**src/sv/iso8583_message_field_splitter_assert.svh**
```systemverilog
// Assertion macros for the field splitter
`ifndef ISO8583_MESSAGE_FIELD_SPLITTER_ASSERT_SVH
`define ISO8583_MESSAGE_FIELD_SPLITTER_ASSERT_SVH

// antecedent implies consequent in the same cycle
`define IMFS_ASSERT_NOW(lbl, clk, rst_n, ante, cons) \
    lbl: assert property (@(posedge clk) disable iff (!(rst_n)) (ante) |-> (cons)) \
        else $error("imfs check failed");

// antecedent implies consequent in the next cycle
`define IMFS_ASSERT_NEXT(lbl, clk, rst_n, ante, cons) \
    lbl: assert property (@(posedge clk) disable iff (!(rst_n)) (ante) |=> (cons)) \
        else $error("imfs check failed");

`endif

```
**src/sv/imfs_pkg.sv**
```systemverilog
package imfs_pkg;

    localparam int TABLE_DEPTH = 129;
    localparam int TABLE_AW    = 8;
    localparam int BITMAP_BITS = 128;

    // opcodes
    localparam logic OP_TABLE_WRITE = 1'b0;
    localparam logic OP_MSG_BYTE    = 1'b1;

    // entry formats
    localparam logic [1:0] FMT_BINARY    = 2'd2;
    localparam logic [1:0] FMT_UNDEFINED = 2'd3;

    // byte roles
    localparam logic [1:0] ROLE_TYPE    = 2'd0;
    localparam logic [1:0] ROLE_BITMAP  = 2'd1;
    localparam logic [1:0] ROLE_PREFIX  = 2'd2;
    localparam logic [1:0] ROLE_CONTENT = 2'd3;

    // error codes
    localparam logic [2:0] ERR_NONE    = 3'd0;
    localparam logic [2:0] ERR_TOO_LONG = 3'd1;
    localparam logic [2:0] ERR_BAD_FMT = 3'd2;
    localparam logic [2:0] ERR_BAD_CHAR = 3'd3;
    localparam logic [2:0] ERR_EARLY   = 3'd4;

    // configuration register indexes
    localparam logic [1:0] CFG_TYPE_LEN   = 2'd0;
    localparam logic [1:0] CFG_BITMAP_HEX = 2'd1;

    typedef enum logic [2:0] {
        PH_TYPE,
        PH_BITMAP,
        PH_PREFIX,
        PH_CONTENT,
        PH_DONE,
        PH_ERROR
    } t_phase;

    typedef struct packed {
        logic [1:0]  fmt;
        logic [2:0]  digits;
        logic [13:0] max_len;
    } t_entry;

    // classified item travelling from front to back
    typedef struct packed {
        logic        opcode;
        logic [7:0]  idx;
        t_entry      entry;
        logic [7:0]  data;
        logic        msg_end;
        logic        hex_ok;
        logic [3:0]  hex_val;
        logic        dig_ok;
        logic [3:0]  dig_val;
    } t_item;

    function automatic logic [4:0] hex_decode(input logic [7:0] c);
        logic [4:0] r;
        r = 5'h10;
        if (c >= 8'h30 && c <= 8'h39) r = 5'(c - 8'h30);
        else if (c >= 8'h41 && c <= 8'h46) r = 5'(c - 8'h37);
        else if (c >= 8'h61 && c <= 8'h66) r = 5'(c - 8'h57);
        return r;
    endfunction

endpackage

```
**src/sv/imfs_front.sv**
```systemverilog
module imfs_front #(
    parameter int MAX_PREFIX_DIGITS = 4,
    parameter int MAX_FIELD_BYTES   = 9999
) (
    input  logic                 i_valid,
    output logic                 o_ready,
    input  logic                 i_opcode,
    input  logic [7:0]           i_entry_index,
    input  logic [1:0]           i_entry_format,
    input  logic [2:0]           i_entry_prefix_digits,
    input  logic [13:0]          i_entry_max_length,
    input  logic [7:0]           i_message_byte,
    input  logic                 i_message_end,
    input  logic                 i_q_full,
    output logic                 o_q_push,
    output imfs_pkg::t_item      o_q_item
);
    import imfs_pkg::*;

    logic [4:0] hex;

    // classify the item: saturate entry fields, decode the byte as hex and digit
    always_comb begin
        hex = hex_decode(i_message_byte);
        o_q_item.opcode = i_opcode;
        o_q_item.idx    = i_entry_index;
        o_q_item.entry.fmt = i_entry_format;
        o_q_item.entry.digits = (32'(i_entry_prefix_digits) > MAX_PREFIX_DIGITS) ?
                                3'(MAX_PREFIX_DIGITS) : i_entry_prefix_digits;
        o_q_item.entry.max_len = (32'(i_entry_max_length) > MAX_FIELD_BYTES) ?
                                 14'(MAX_FIELD_BYTES) : i_entry_max_length;
        o_q_item.data    = i_message_byte;
        o_q_item.msg_end = i_message_end;
        o_q_item.hex_ok  = !hex[4];
        o_q_item.hex_val = hex[3:0];
        o_q_item.dig_ok  = (i_message_byte >= 8'h30) && (i_message_byte <= 8'h39);
        o_q_item.dig_val = 4'(i_message_byte - 8'h30);
    end

    assign o_ready  = !i_q_full;
    assign o_q_push = i_valid && !i_q_full;
endmodule

```
**config.mk**
```make
export PLATFORM = sky130hd
export DESIGN_NAME = imfs_front
export DESIGN_NICKNAME = d
export VERILOG_FILES = /design/src/sv/iso8583_message_field_splitter_assert.svh /design/src/sv/imfs_pkg.sv /design/src/sv/imfs_front.sv
export SDC_FILE = /design/constraint.sdc
export NUM_CORES = 1
export LEC_CHECK = 0
export ABC_AREA = 1
export ABC_CLOCK_PERIOD_IN_PS = 1300
export BUFFER_PORTS_ARGS = -buffer_cell sky130_fd_sc_hd__clkbuf_2
export CORE_MARGIN = 10
export CORE_UTILIZATION = 34
export DETAILED_ROUTE_END_ITERATION = 10
export PLACE_DENSITY = 0.9
export SLEW_MARGIN = 30
export SYNTH_ARGS = -nofsm -noshare
export SYNTH_HDL_FRONTEND = slang
export SYNTH_SLANG_ARGS = --single-unit
```
**constraint.sdc**
```tcl
create_clock -name vclk -period 1.3
set_input_delay 0.065 -clock vclk [all_inputs]
set_output_delay 0.065 -clock vclk [all_outputs]
set_load 0.02 [all_outputs]
```
Word-level counts from Yosys, hierarchy flattened
Index checks and enable logic that the tools add are counted.
Word-level totals
  input bits: 39
  register bits after elaboration: 0
  word-level logic and storage cells: 22
  output and inout port bits: 49
Operators by class
  add/sub/neg operators: 3
  $lt $le $gt $ge: 8
  reductions and logical operators: 6
  muxes and demuxes: 5
Operators with widths (number)
  8-bit by 7-bit greater-or-equal comparator with 1-bit output, second input constant: 2
  8-bit by 7-bit <= comparator with 1-bit output, second input constant: 2
  5-bit 2-to-1 mux: 3
  5-bit subtractor, second input constant: 3
  14-bit > comparator, second input constant: 1
  14-bit 2-to-1 mux: 1
  8-bit by 6-bit greater-or-equal comparator with 1-bit output, second input constant: 1
  8-bit by 6-bit <= comparator with 1-bit output, second input constant: 1
  1-bit logical AND: 4
  3-bit > comparator, second input constant: 1
  3-bit 2-to-1 mux: 1
  1-bit zero test: 2

Logic depth before layout (Yosys ltp)
  depth after elaboration: 6
  gate-level depth with buffers: 9
  gate-level depth less buffers: 9

Worst setup path after synthesis
OpenSTA, ideal clock, no wires.
  kind: input port to output port
  from: in i_message_byte[1]
  to: out o_q_item[5] (netlist name)
  cell stages on the path: 8
  slack: 0.359 ns
  arrival: 0.876 ns
  data required time: 1.235 ns
  path buffers: 0
  path through: inv_1 -> ha_1 -> nand2_2 -> nand3_2 -> nand2_4 -> inv_2 -> nand2_1 -> o21ai_1
RTL lines
  start, declared: line imfs_front.sv:12  | input logic [7:0] i_message_byte,
  end, declared: line imfs_front.sv:16  | output imfs_pkg::t_item o_q_item

==> qor.csv <==
stage;metric;value;unit
sta;holdWs;0.130;ns
global_routing;grtUsageTotal;0.0898;
detailed_routing;drt_iter0_drc;11;
placed_design;dp.cells;175;
setup_path;arrival;1.09;ns
layout;final-seq-area;0;um2
sta;timing.final.crit_period;1.16;ns
setup_path;crit_required;1.24;ns
synth;synthCells;111;
floorplan;die_height;62.6;um
detailed_routing;drtPass1Iterations;4;
sta;setup_tns;0;ns
layout;clkbuf_count;0;
setup_path;path_class;primary input to output port;
power;p_per_area;372;nW/um2
flow_run;maxCapViolCount;0;
setup_path;crit_path_end_kind;output port;
synth;yosys-top-cells-area;buf_4 29%, nand2_1 15%, inv_1 14%;
global_routing;antenna_found_initial;0;
hold_path;hp-class;primary input to output port;
layout;multi_input_area;328;um2
synth;syn_area;617;um2
placed_design;port_buffers;64;
power;power_frac_comb;1.000;
sta;setup_violations;0;
floorplan;io_pins;88;
clocking;ctsHoldBuffers;0;
power;power.leakage;0.000583;uW
synth;synth.distinct_cells;18;
detailed_routing;drc;0;
power;p_int;106;uW
run_status;status;finished, final reports clean;
placed_design;gp_congestion;0.764;
power;p_seq_frac;0;
setup_path;crit_start;i_message_byte[1];
floorplan;rows;15;
clocking;cts_setup_buffers;0;
setup_path;endpoint;o_q_item[9];
floorplan;start_util;0.357;
synth;postSynthAreaPerCell;5.56;um2
floorplan;dieArea;3920;um2
detailed_routing;viasPerCell;3.98;
global_routing;grt.overflow.total;0;
layout;fill_cells;203;
sta;maxSlewViolCount;0;
setup_path;cp-start-kind;primary input;
layout;seq_cells;0;
power;ir_worst_vdd;0.209;mV
layout;fin_nets;195;
power;p_sw_frac;0.638;
synth;ys.warnings.count;0;
sta;fmax;866;MHz
layout;finish.utilization;0.457;
sta;slew_headroom;0.895;
sta;tightest_slew;0.157;ns
global_routing;grt_pass1_wl;3.12;mm
layout;finalNonFillerCells;175;
sta;timing.final.hold_violations;0;
synth;yosys.area.top_type;buf_4;
placed_design;placedInstanceArea;788;um2
power;power_frac_clock;0;
sta;fin_crit_sh;0.889;
clocking;cts_resized;0;
power;p_sw;187;uW
floorplan;coreArea;1730;um2
layout;drive_above_1_share;0.533;
synth;synth.top_cell.area_share;0.292;
layout;syn_to_final_growth;27.8;%
detailed_routing;drt_wl_total;1.91;mm
synth;syn_nets;154;
detailed_routing;num_vias;697;
detailed_routing;wire_per_inst;10.9;um
layout;diodes;0;
detailed_routing;ant_nets;0;
sta;rsz0062_at_grt;no;
layout;final_area;788;um2
synth;seq_area_frac_synth;0;
global_routing;grt_start_max_net_pins;9;
placed_design;dp_hpwl;1.81;mm
setup_path;crit_fanout;6;
floorplan;die_w;62.6;um
global_routing;grt_pass1_vias;694;
## placed cells by master (no fill, tap or decap), drive strengths merged
cell and n:
a21boi 4, a21oi 3, buf 1, clkbuf 64
ha 4, inv 27, nand2 30, nand3 4
nand3b 1, nor2 9, o21a 1, o21ai 1
o22ai 1
## power groups by stage
stage | Sequential [uW] | Combinational (uW) | Clock, uW
finish | 0 | 294 | 0
CTS | 0 | 298 | 0
global placement | 0 | 294 | 0
global route | 0 | 324 | 0
detailed placement | 0 | 297 | 0
floorplan | 0 | 248 | 0
## layer usage
| metal | global-route usage | part of all wire |
|---|---|---|
| met1 | 0.0905 | 0.37 |
| met4 | 0.0140 | 0.012 |
| met5 | 0 | 0 |
| met3 | 0.0394 | 0.12 |
| met2 | 0.168 | 0.49 |
## synthesized netlist by cell type
library cell,instances
nand3b_1,1
buf_4,24
o21a_1,1
nor2_2,2
nand3_1,1
ha_1,4
inv_1,23
inv_2,4
a21oi_1,3
o22ai_1,1
nand2_4,1
nand3_2,3
nand2_1,24
nor2_1,7
a21boi_1,4
o21ai_1,1
clkbuf_1,2
nand2_2,5
## worst min path at each step
stage / startpoint / to / slack [ns] / cells past startpoint
6_report: i_entry_index[1] / o_q_item[39] / 0.13 / 0
5_1_grt: i_entry_index[4] / o_q_item[42] / 0.13 / 0
4_1_cts: i_entry_format[1] / o_q_item[37] / 0.13 / 0
3_5_place_dp: i_entry_format[1] / o_q_item[37] / 0.13 / 0
3_3_place_gp: i_entry_format[1] / o_q_item[37] / 0.13 / 0
2_1_floorplan: i_q_full / o_ready / 0.21 / 1
## through the flow
step           worst slack, ns  power (uW)
2_1_floorplan            0.359         248
3_3_place_gp             0.170         294
3_5_place_dp             0.126         297
4_1_cts                  0.125         298
5_1_grt                 0.0438         324
6_report                 0.145         294
## logic make-up after synthesis
logic type               after synthesis  share of synthesized area
AO/OA/AOI/OAI                         10                      0.103
adder cells (fa/ha/maj)                4                     0.0811
buffers and inverters                 53                      0.469
AND/OR/NAND/NOR                       44                      0.347
## layout make-up
type | count | share of cell area
inverters | 27 | 0.129
well taps | 25 | 0.0397
repair buffers | 65 | 0.416
multi-input cells | 58 | 0.416
## worst max-delay path, cell delays in order
cell	delay (ns)
clkbuf_2	0.14
inv_1	0.08
ha_1	0.20
nand3b_1	0.18
nand3_2	0.12
nand2_2	0.06
nand2_2	0.07
inv_1	0.04
clkbuf_2	0.14
Note: power is estimated with default switching activity, not from simulation.
