## config.mk

```make
export PLATFORM = sky130hd
export DESIGN_NAME = imfs_fifo
export DESIGN_NICKNAME = d
export VERILOG_FILES = /design/src/sv/iso8583_message_field_splitter_assert.svh /design/src/sv/imfs_pkg.sv /design/src/sv/imfs_fifo.sv
export SDC_FILE = /design/constraint.sdc
export NUM_CORES = 1
export LEC_CHECK = 0
export BUFFER_PORTS_ARGS = -buffer_cell sky130_fd_sc_hd__clkbuf_2
export CORE_UTILIZATION = 35
export CTS_BUF_LIST = sky130_fd_sc_hd__clkbuf_4 sky130_fd_sc_hd__clkbuf_8
export DETAILED_ROUTE_END_ITERATION = 6
export PLACE_DENSITY = 0.57
export SYNTH_ARGS = -nofsm -noshare
export SYNTH_HDL_FRONTEND = slang
export SYNTH_SLANG_ARGS = --single-unit
```

## constraint.sdc

```tcl
create_clock -name i_clk -period 6.5 [get_ports i_clk]
set_clock_uncertainty 0.1 [all_clocks]
set_input_delay 0.325 -clock i_clk [delete_from_list [all_inputs] [get_ports i_clk]]
set_output_delay 0.325 -clock i_clk [all_outputs]
set_load 0.02 [all_outputs]
```

## src/sv/iso8583_message_field_splitter_assert.svh

```systemverilog
// Assertion macros for the field splitter
`ifndef ISO8583_MESSAGE_FIELD_SPLITTER_ASSERT_SVH
`define ISO8583_MESSAGE_FIELD_SPLITTER_ASSERT_SVH

// antecedent implies consequent in the same cycle
`define IMFS_ASSERT_NOW(lbl, clk, rst_n, ante, cons) \
    lbl: assert property (@(posedge clk) disable iff (!(rst_n)) (ante) |-> (cons)) \
        else $error("imfs check failed");

// antecedent implies consequent in the next cycle
`define IMFS_ASSERT_NEXT(lbl, clk, rst_n, ante, cons) \
    lbl: assert property (@(posedge clk) disable iff (!(rst_n)) (ante) |=> (cons)) \
        else $error("imfs check failed");

`endif

```

## src/sv/imfs_pkg.sv

```systemverilog
package imfs_pkg;

    localparam int TABLE_DEPTH = 129;
    localparam int TABLE_AW    = 8;
    localparam int BITMAP_BITS = 128;

    // opcodes
    localparam logic OP_TABLE_WRITE = 1'b0;
    localparam logic OP_MSG_BYTE    = 1'b1;

    // entry formats
    localparam logic [1:0] FMT_BINARY    = 2'd2;
    localparam logic [1:0] FMT_UNDEFINED = 2'd3;

    // byte roles
    localparam logic [1:0] ROLE_TYPE    = 2'd0;
    localparam logic [1:0] ROLE_BITMAP  = 2'd1;
    localparam logic [1:0] ROLE_PREFIX  = 2'd2;
    localparam logic [1:0] ROLE_CONTENT = 2'd3;

    // error codes
    localparam logic [2:0] ERR_NONE    = 3'd0;
    localparam logic [2:0] ERR_TOO_LONG = 3'd1;
    localparam logic [2:0] ERR_BAD_FMT = 3'd2;
    localparam logic [2:0] ERR_BAD_CHAR = 3'd3;
    localparam logic [2:0] ERR_EARLY   = 3'd4;

    // configuration register indexes
    localparam logic [1:0] CFG_TYPE_LEN   = 2'd0;
    localparam logic [1:0] CFG_BITMAP_HEX = 2'd1;

    typedef enum logic [2:0] {
        PH_TYPE,
        PH_BITMAP,
        PH_PREFIX,
        PH_CONTENT,
        PH_DONE,
        PH_ERROR
    } t_phase;

    typedef struct packed {
        logic [1:0]  fmt;
        logic [2:0]  digits;
        logic [13:0] max_len;
    } t_entry;

    // classified item travelling from front to back
    typedef struct packed {
        logic        opcode;
        logic [7:0]  idx;
        t_entry      entry;
        logic [7:0]  data;
        logic        msg_end;
        logic        hex_ok;
        logic [3:0]  hex_val;
        logic        dig_ok;
        logic [3:0]  dig_val;
    } t_item;

    function automatic logic [4:0] hex_decode(input logic [7:0] c);
        logic [4:0] r;
        r = 5'h10;
        if (c >= 8'h30 && c <= 8'h39) r = 5'(c - 8'h30);
        else if (c >= 8'h41 && c <= 8'h46) r = 5'(c - 8'h37);
        else if (c >= 8'h61 && c <= 8'h66) r = 5'(c - 8'h57);
        return r;
    endfunction

endpackage

```

## src/sv/imfs_fifo.sv

```systemverilog
module imfs_fifo (
    input  logic            i_clk,
    input  logic            i_rst_n,
    input  logic            i_push,
    input  imfs_pkg::t_item i_item,
    output logic            o_full,
    input  logic            i_pop,
    output logic            o_valid,
    output imfs_pkg::t_item o_item
);
    import imfs_pkg::*;

    t_item      r_slot [0:1];
    logic       r_wp, r_rp;
    logic [1:0] r_cnt;

    // two-slot queue
    always_ff @(posedge i_clk) begin
        if (!i_rst_n) begin
            r_wp  <= 1'b0;
            r_rp  <= 1'b0;
            r_cnt <= 2'd0;
        end else begin
            if (i_push) r_wp <= !r_wp;
            if (i_pop)  r_rp <= !r_rp;
            r_cnt <= r_cnt + 2'(i_push) - 2'(i_pop);
        end
    end

    always_ff @(posedge i_clk) begin
        if (i_push) begin
            r_slot[r_wp] <= i_item;
        end
    end

    assign o_full  = (r_cnt == 2'd2);
    assign o_valid = (r_cnt != 2'd0);
    assign o_item  = r_slot[r_rp];
endmodule

```

## After elaboration in Yosys (flattened, before gate mapping)

Memories as Yosys holds them, arrays and structs flattened. A register that Yosys moved wholly into a read port is not among the register bits.
Index checks and enable logic that the tools add are counted.

- Register bits after elaboration: 4
- Bits in writable memories: 94
- Input bits: 51
- Logic and storage cells: 14
- Memories: 1

- $add $sub $neg: 2
- Equal/unequal tests: 1
- Muxes and demuxes: 4
- Reduce and logical (&&, ||, !) cells: 3

Memories:

| memory | words | width | rd ports | clocked after Yosys merged registers in | wr ports | RTL line | text |
|---|---|---|---|---|---|---|---|
| r_slot | 2 | 47 | 1 | 1 | 1 | imfs_fifo.sv:13 | `t_item r_slot [0:1];` |

Operator list:

| kind | number |
|---|---|
| $mux W1 | 4 |
| $add A2 B1 Y2 | 1 |
| $eq A2 B2 Y1 const B | 1 |
| $logic_not A1 Y1 | 2 |
| $reduce_bool A2 Y1 | 1 |
| $sub A2 B1 Y2 | 1 |

## Longest topological paths before layout

Gate-level depths: netlist of run 1.

- Word-level depth: 3
- Mapped depth: 6
- Gate-level depth less buffers: 6

## Least setup slack after synthesis of run 1

OpenSTA, ideal clock, no wires.

- Path type: input -> register
- Start point: input i_push
- End point: memory r_slot[0][0] in the netlist's numbering (enable)
- Setup time: 0.458 ns
- Arrival: 2.444 ns
- Required time: 5.942 ns
- Slack: 3.497 ns
- Stages on the path: 1
- Cells stage by stage: nor2b_1

- Word-level cells in the longest chain between the ends: 2

RTL lines:

| what | RTL line | text |
|---|---|---|
| start, declared | imfs_fifo.sv:4 | `input logic i_push,` |
| $mux W1 | imfs_fifo.sv:31 | `if (i_push) begin` |
| $mux W1 (implied by the code) | imfs_fifo.sv:32 | `r_slot[r_wp] <= i_item;` |
| end, declared | imfs_fifo.sv:13 |  |

No other way between the ends.

==> impl_metrics.py, run 1 <==
metrics = {
    "critical_path": {
        "cp_slowest_cell": "dfxtp_2",
        "r2r_end": "r_slot[1][6]",
        "cpPeakStageDelay_ns": 0.77,
        "arrival_ns": 2.20,
        "start_kind": "register",
        "crit_buf_inv": 2,
        "r2r_cells": 2,
        "cp_top_family": "flip-flops",
        "rr_startpoint": "r_wp",
        "cp_cell_sequence": "buf_4, mux2_2, clkbuf_2",
        "r2r_slack_ns": 4.64,
        "required_ns": 6.07,
        "path_max_fanout": 25,
        "crit_type": "register to output pin",
        "endpoint_kind": "output pin",
    },
    "placement": {
        "place_ws_ns": 4.186,
        "port_buffers": 99,
        "dpl.hpwl_mm": 3.938,
        "gp_congestion": 0.6291,
    },
    "sta": {
        "rsz0062_at_grt": "no",
        "period_needed_ns": 2.627,
        "hold_slack_ns": 0.05803,
        "timing.final.hold_violations": 0,
        "tns_ns": 0,
        "fin_crit_sh_pct": 40.41,
        "fmax_ghz": 0.3807,
        "slew_headroom_pct": 53.05,
        "tightestPinTransition_ns": 0.7042,
        "slew_viol_final": 0,
        "setup_violations": 0,
        "worst_slack_ns": 3.873,
    },
    "layout": {
        "drive_gt1_share_pct": 60.00,
        "area_growth_pct": 22.07,
        "final_nets": 328,
        "diodes": 0,
    },
    "clocking": {
        "clock_sinks": 99,
        "cts_tree": "built",
        "cts_resized": 0,
        "clockBufferDepth": 2,
        "clk_latency_ns": 0.34,
        "post_cts_buffers": 0,
        "ctsHtreeMaxLevel": 3,
        "clk_pin_slew_ns": 0.09,
        "cts_hold_buf": 0,
        "clock_tree.root_cell": "clkbuf_8",
        "numCtsBuffers": 9,
    },
    "yosys": {
        "synth.cell_area_mm2": 0.003742,
        "seq_area_frac_synth_pct": 78.10,
        "yosysMostFrequentCell": "edfxtp_1",
        "async_flop_share_pct": 0,
        "synth-xor-area-share_pct": 0.8358,
        "synth_top_family_by_area": "multiplexers",
        "syn_area_per_cell_um2": 22.41,
        "synthCells": 167,
        "syn_nets": 220,
        "synthSimpleGateAreaFrac_pct": 1.505,
        "yosys.area_share.adder_pct": 0.6687,
        "synth.area.top_cells": "edfxtp_1, mux2_4, mux2_2",
        "synth_cell_types": 14,
        "yosysTopAreaCell": "edfxtp_1",
        "synth_seq_cells": 99,
        "synth_top_cell_area_share_pct": 75.43,
        "synthTopCellsByCount": "edfxtp_1, mux2_4, mux2_2",
        "yosys_warnings": 0,
        "synth-edff-count": 94,
        "synth-compound-area-share_pct": 0.2006,
        "muxShareOfSynthArea_pct": 17.15,
        "synth_flop_cell": "edfxtp_1",
    },
    "pwr": {
        "cellPowerDensity_mw_per_mm2": 282.1,
        "p_total_w": 0.001289,
        "power.leakage_nw": 1.806,
        "peakVddDrop_uv": 111.9,
    },
    "outcome": {
        "run_status": "finished, final reports clean",
    },
    "floorplanning": {
        "die_x_um": 105.4,
        "coreArea_mm2": 0.01032,
        "io-pin-count": 100,
        "rows": 37,
        "die_y_um": 105.4,
        "start_util_pct": 36.25,
        "die_area_mm2": 0.01111,
    },
    "min_path": {
        "hold_end": "r_slot[0][15]",
        "whs_path_depth": 1,
        "min_path_type": "input port to register",
        "hold_start": "i_item[15]",
    },
    "detailed_routing": {
        "drt-total-wl_mm": 5.956,
        "avgViaCountPerCell": 4.394,
        "vias": 1828,
        "post_drt_wl_per_cell_um": 14.32,
        "drc_errors": 0,
        "drt-initial-drc-count": 33,
        "ant_nets": 0,
        "dr.pass1.iters": 4,
    },
    "grt": {
        "grt_max_degree": 36,
        "grt_pass1_wl_mm": 9.218,
        "grt_usage_pct": 11.41,
        "grt_use_met1_pct": 13.08,
        "use_met2_pct": 19.27,
        "busiest_layer": "met2",
        "antenna_found_initial": 0,
        "grt_pass1_vias": 1897,
        "overflow": 0,
        "use_met3_pct": 4.453,
    },
    "run": {
        "cap_violations": 0,
    },
}
[layout make-up]
| type | count | area (µm²) |
|---|---|---|
| Multi-Input combinational cell | 61 | 770.7 |
| Sequential cell | 99 | 2924 |
| Tap cell | 136 | 170.2 |
| Timing Repair Buffer | 102 | 518.0 |
| Clock inverter | 5 | 38.79 |
| Inverter | 2 | 7.507 |
| Fill cell | 917 | 5756 |
| Clock buffer | 11 | 138.9 |
[state kept, by name, summed over array words and instances (netlist names), named ones only]
register,count
r_cnt,2
r_slot,94
r_wp,1
r_rp,1
[where the power goes]
part / internal (W) / switching (W) / total [W]
clock network: 0.000150 / 0.000202 / 0.000352
registers: 0.000736 / 0.0000163 / 0.000752
logic: 0.0000868 / 0.0000973 / 0.000184
[routing by layer]
layer,up-vias,wire length (µm)
met3,5,398
met1,898,2480
li1,860,-
met4,0,54
met5,-,0
met2,65,3024
[how the worst max path moves through the flow]
stage | to | slack (ns) | depth (start not counted)
6_report | o_item[0] | 3.87 | 3
5_1_grt | o_item[0] | 3.71 | 3
4_1_cts | o_item[0] | 3.78 | 3
3_5_place_dp | o_item[0] | 4.19 | 3
3_3_place_gp | o_item[0] | 4.21 | 3
2_1_floorplan | r_slot[0][0] | 3.50 | 1
[cell usage in the layout, fill, tap and decap left out, types with 2 or more instances in the layout]
cell type	n
clkbuf_4	2
edfxtp_1	94
inv_1	2
ha_1	2
mux2_2	17
clkinv_4	3
buf_4	3
dfxtp_1	4
clkbuf_2	99
nor2b_1	3
and2_1	3
clkbuf_8	9
mux2_4	30
[through the flow]
step | instance area [µm²] | util, % | instances
after floorplan | 3742 | - | 167
after global placement | 4390 | 42.53 | 400
after CTS | 4568 | 44.25 | 416
final | 4568 | 44.25 | 416
after detailed placement | 4390 | 42.53 | 400
after global routing | 4568 | 44.25 | 416
[kinds of logic after synthesis]
| family | after synthesis |
|---|---|
| flops | 99 |
| simple gates | 9 |
| compound gates | 1 |
| fa+ha+maj | 2 |
| buf+inv | 7 |
| mux | 47 |
| xor+xnor | 2 |
Power figures use the tool's default switching activity.
==> inputs of run 2 (changes only) <==
==> constraint.sdc (replaced) <==
create_clock -name i_clk -period 2.5 [get_ports i_clk]
set_clock_uncertainty 0.1 [all_clocks]
set_input_delay 0.125 -clock i_clk [delete_from_list [all_inputs] [get_ports i_clk]]
set_output_delay 0.125 -clock i_clk [all_outputs]
set_load 0.02 [all_outputs]
==> run 2 against run 1 <==
Net effect:
- total power rose to 2.7 times the previous value
- sequential share of layout area down 6.4 points
- non-clock buffer count increased by 50
- combinational power increased to 3.0 times the previous value
- cell area increased by 11%
- sequential power rose to 2.6 times the previous value
- global-route usage up 0.30 points
- die area unchanged
- highest routed layer unchanged
- largest power group unchanged
- clock power grew to 2.7 times the previous value
- sequential cell count stayed put
==> impl_metrics.py, run 2 (synthesis gave the netlist of run 1 again) <==
metrics = {
    "outcome": {
        "run_status": "finished, final reports clean",
    },
    "floorplanning": {
        "die_y_um": 105.4,
        "coreArea_mm2": 0.01032,
        "die_area_mm2": 0.01111,
        "io-pin-count": 100,
        "die_x_um": 105.4,
        "rows": 37,
        "start_util_pct": 36.25,
    },
    "pwr": {
        "peakVddDrop_uv": 324.2,
        "cellPowerDensity_mw_per_mm2": 680.8,
        "power.leakage_nw": 2.018,
    },
    "placement": {
        "port_buffers": 99,
        "place_area_mm2": 0.004405,
        "gp_congestion": 0.6538,
        "dpl.hpwl_mm": 3.756,
    },
    "sta": {
        "slew_headroom_pct": 55.86,
        "rsz0062_at_grt": "no",
        "tns_ns": 0,
        "slew_viol_final": 0,
        "period_needed_ns": 1.839,
        "fmax_ghz": 0.5439,
        "timing.final.hold_violations": 0,
        "fin_crit_sh_pct": 73.55,
        "setup_violations": 0,
        "tightestPinTransition_ns": 0.6621,
    },
    "layout": {
        "drive_gt1_share_pct": 51.37,
        "postLayoutCellArea_mm2": 0.005072,
        "diodes": 0,
        "final_cell_mix": "clkbuf_2, edfxtp_1, dlygate4sd3_1",
        "largest-register": "r_slot",
        "final_common_cell": "clkbuf_2",
        "final_nets": 378,
        "largest_register_ff_count": 94,
        "area_growth_pct": 35.54,
        "reg_top3": "r_slot x94, r_cnt x2",
        "nFillCells": 876,
    },
    "clocking": {
        "cts_tree": "built",
        "clk_latency_ns": 0.34,
        "numCtsBuffers": 9,
        "clk_pin_slew_ns": 0.08,
        "post_cts_buffers": 0,
        "clock_sinks": 99,
        "clock_tree.root_cell": "clkbuf_8",
        "clockBufferDepth": 2,
        "ctsHtreeMaxLevel": 3,
    },
    "run": {
        "cap_violations": 0,
    },
    "detailed_routing": {
        "drc_errors": 0,
        "drt-total-wl_mm": 6.152,
        "dr.pass1.iters": 4,
        "drt-initial-drc-count": 61,
        "post_drt_wl_per_cell_um": 13.23,
        "ant_nets": 0,
        "avgViaCountPerCell": 4.301,
        "vias": 2000,
    },
    "critical_path": {
        "required_ns": 2.28,
        "endpoint_kind": "output pin",
        "arrival_ns": 1.61,
        "path_max_fanout": 25,
        "start_kind": "register",
        "crit_type": "register to output pin",
    },
    "grt": {
        "grt_usage_pct": 11.72,
        "grt_pass1_wl_mm": 9.742,
        "antenna_found_initial": 0,
        "grt_max_degree": 49,
        "overflow": 0,
        "grt_pass1_vias": 2012,
    },
    "min_path": {
        "min_path_type": "input port to register",
    },
}
==> run 2: per-stage QoR <==
step / power, W / setup WS, ns / cells / hold WS [ns] / utilization (%)
2_1_floorplan: 0.002323 / 0.4180 / 167 / 0.1239 / -
3_3_place_gp: 0.002480 / 0.9100 / 402 / 0.2148 / 42.67
3_5_place_dp: 0.002488 / 0.8992 / 402 / 0.2179 / 42.67
4_1_cts: 0.003503 / 0.6104 / 465 / 0.02190 / 49.13
5_1_grt: 0.003620 / 0.5501 / 465 / 0.03484 / 49.13
6_report: 0.003453 / 0.6613 / 465 / 0.04344 / 49.13
==> run 2: power breakdown <==
group	leakage, nW	internal (W)	total, W	switching (W)
logic	1.00	0.000277	0.000561	0.000284
clock network	0.0932	0.000465	0.000954	0.000489
registers	0.924	0.00191	0.00194	0.0000251
==> run 2: routing by layer <==
layer,vias to the layer above,wire length (µm),global-route usage [%]
li1,962,-,-
met1,959,2713,14.48
met2,70,3005,18.89
met3,9,341,3.463
met4,0,92,5.433
met5,-,0,0
==> run 2: cell type report <==
class                   instances  area, µm²  share of cell area [%]
clock buffers                  10      131.4                   2.590
clock inverters                 5      55.05                   1.085
inverters                       2      7.507                  0.1480
multi-input cells              61      770.7                   15.19
flip-flops and latches         99       2924                   57.65
well taps                     136      170.2                   3.355
repair buffers                152       1013                   19.98
==> run 2: repair_timing <==
item | CTS | global route
gates resized for setup | 0 | 0
hold endpoints to repair | 99 | 0
hold buffers | 48 | 0
==> run 2: worst paths after layout <==
kind	start	to	slack (ns)	cells past startpoint
max	register	o_item[2]	0.66	3
min reg2reg	r_rp	register	0.49	2
min	i_pop	register	0.04	3
max reg2reg	r_wp	r_slot[1][21]	0.92	2
==> run 2: critical path, stage by stage, from the launching register on <==
cell      delay (ns)
dfxtp_2         0.33
buf_4           0.39
mux2_2          0.39
clkbuf_2        0.15
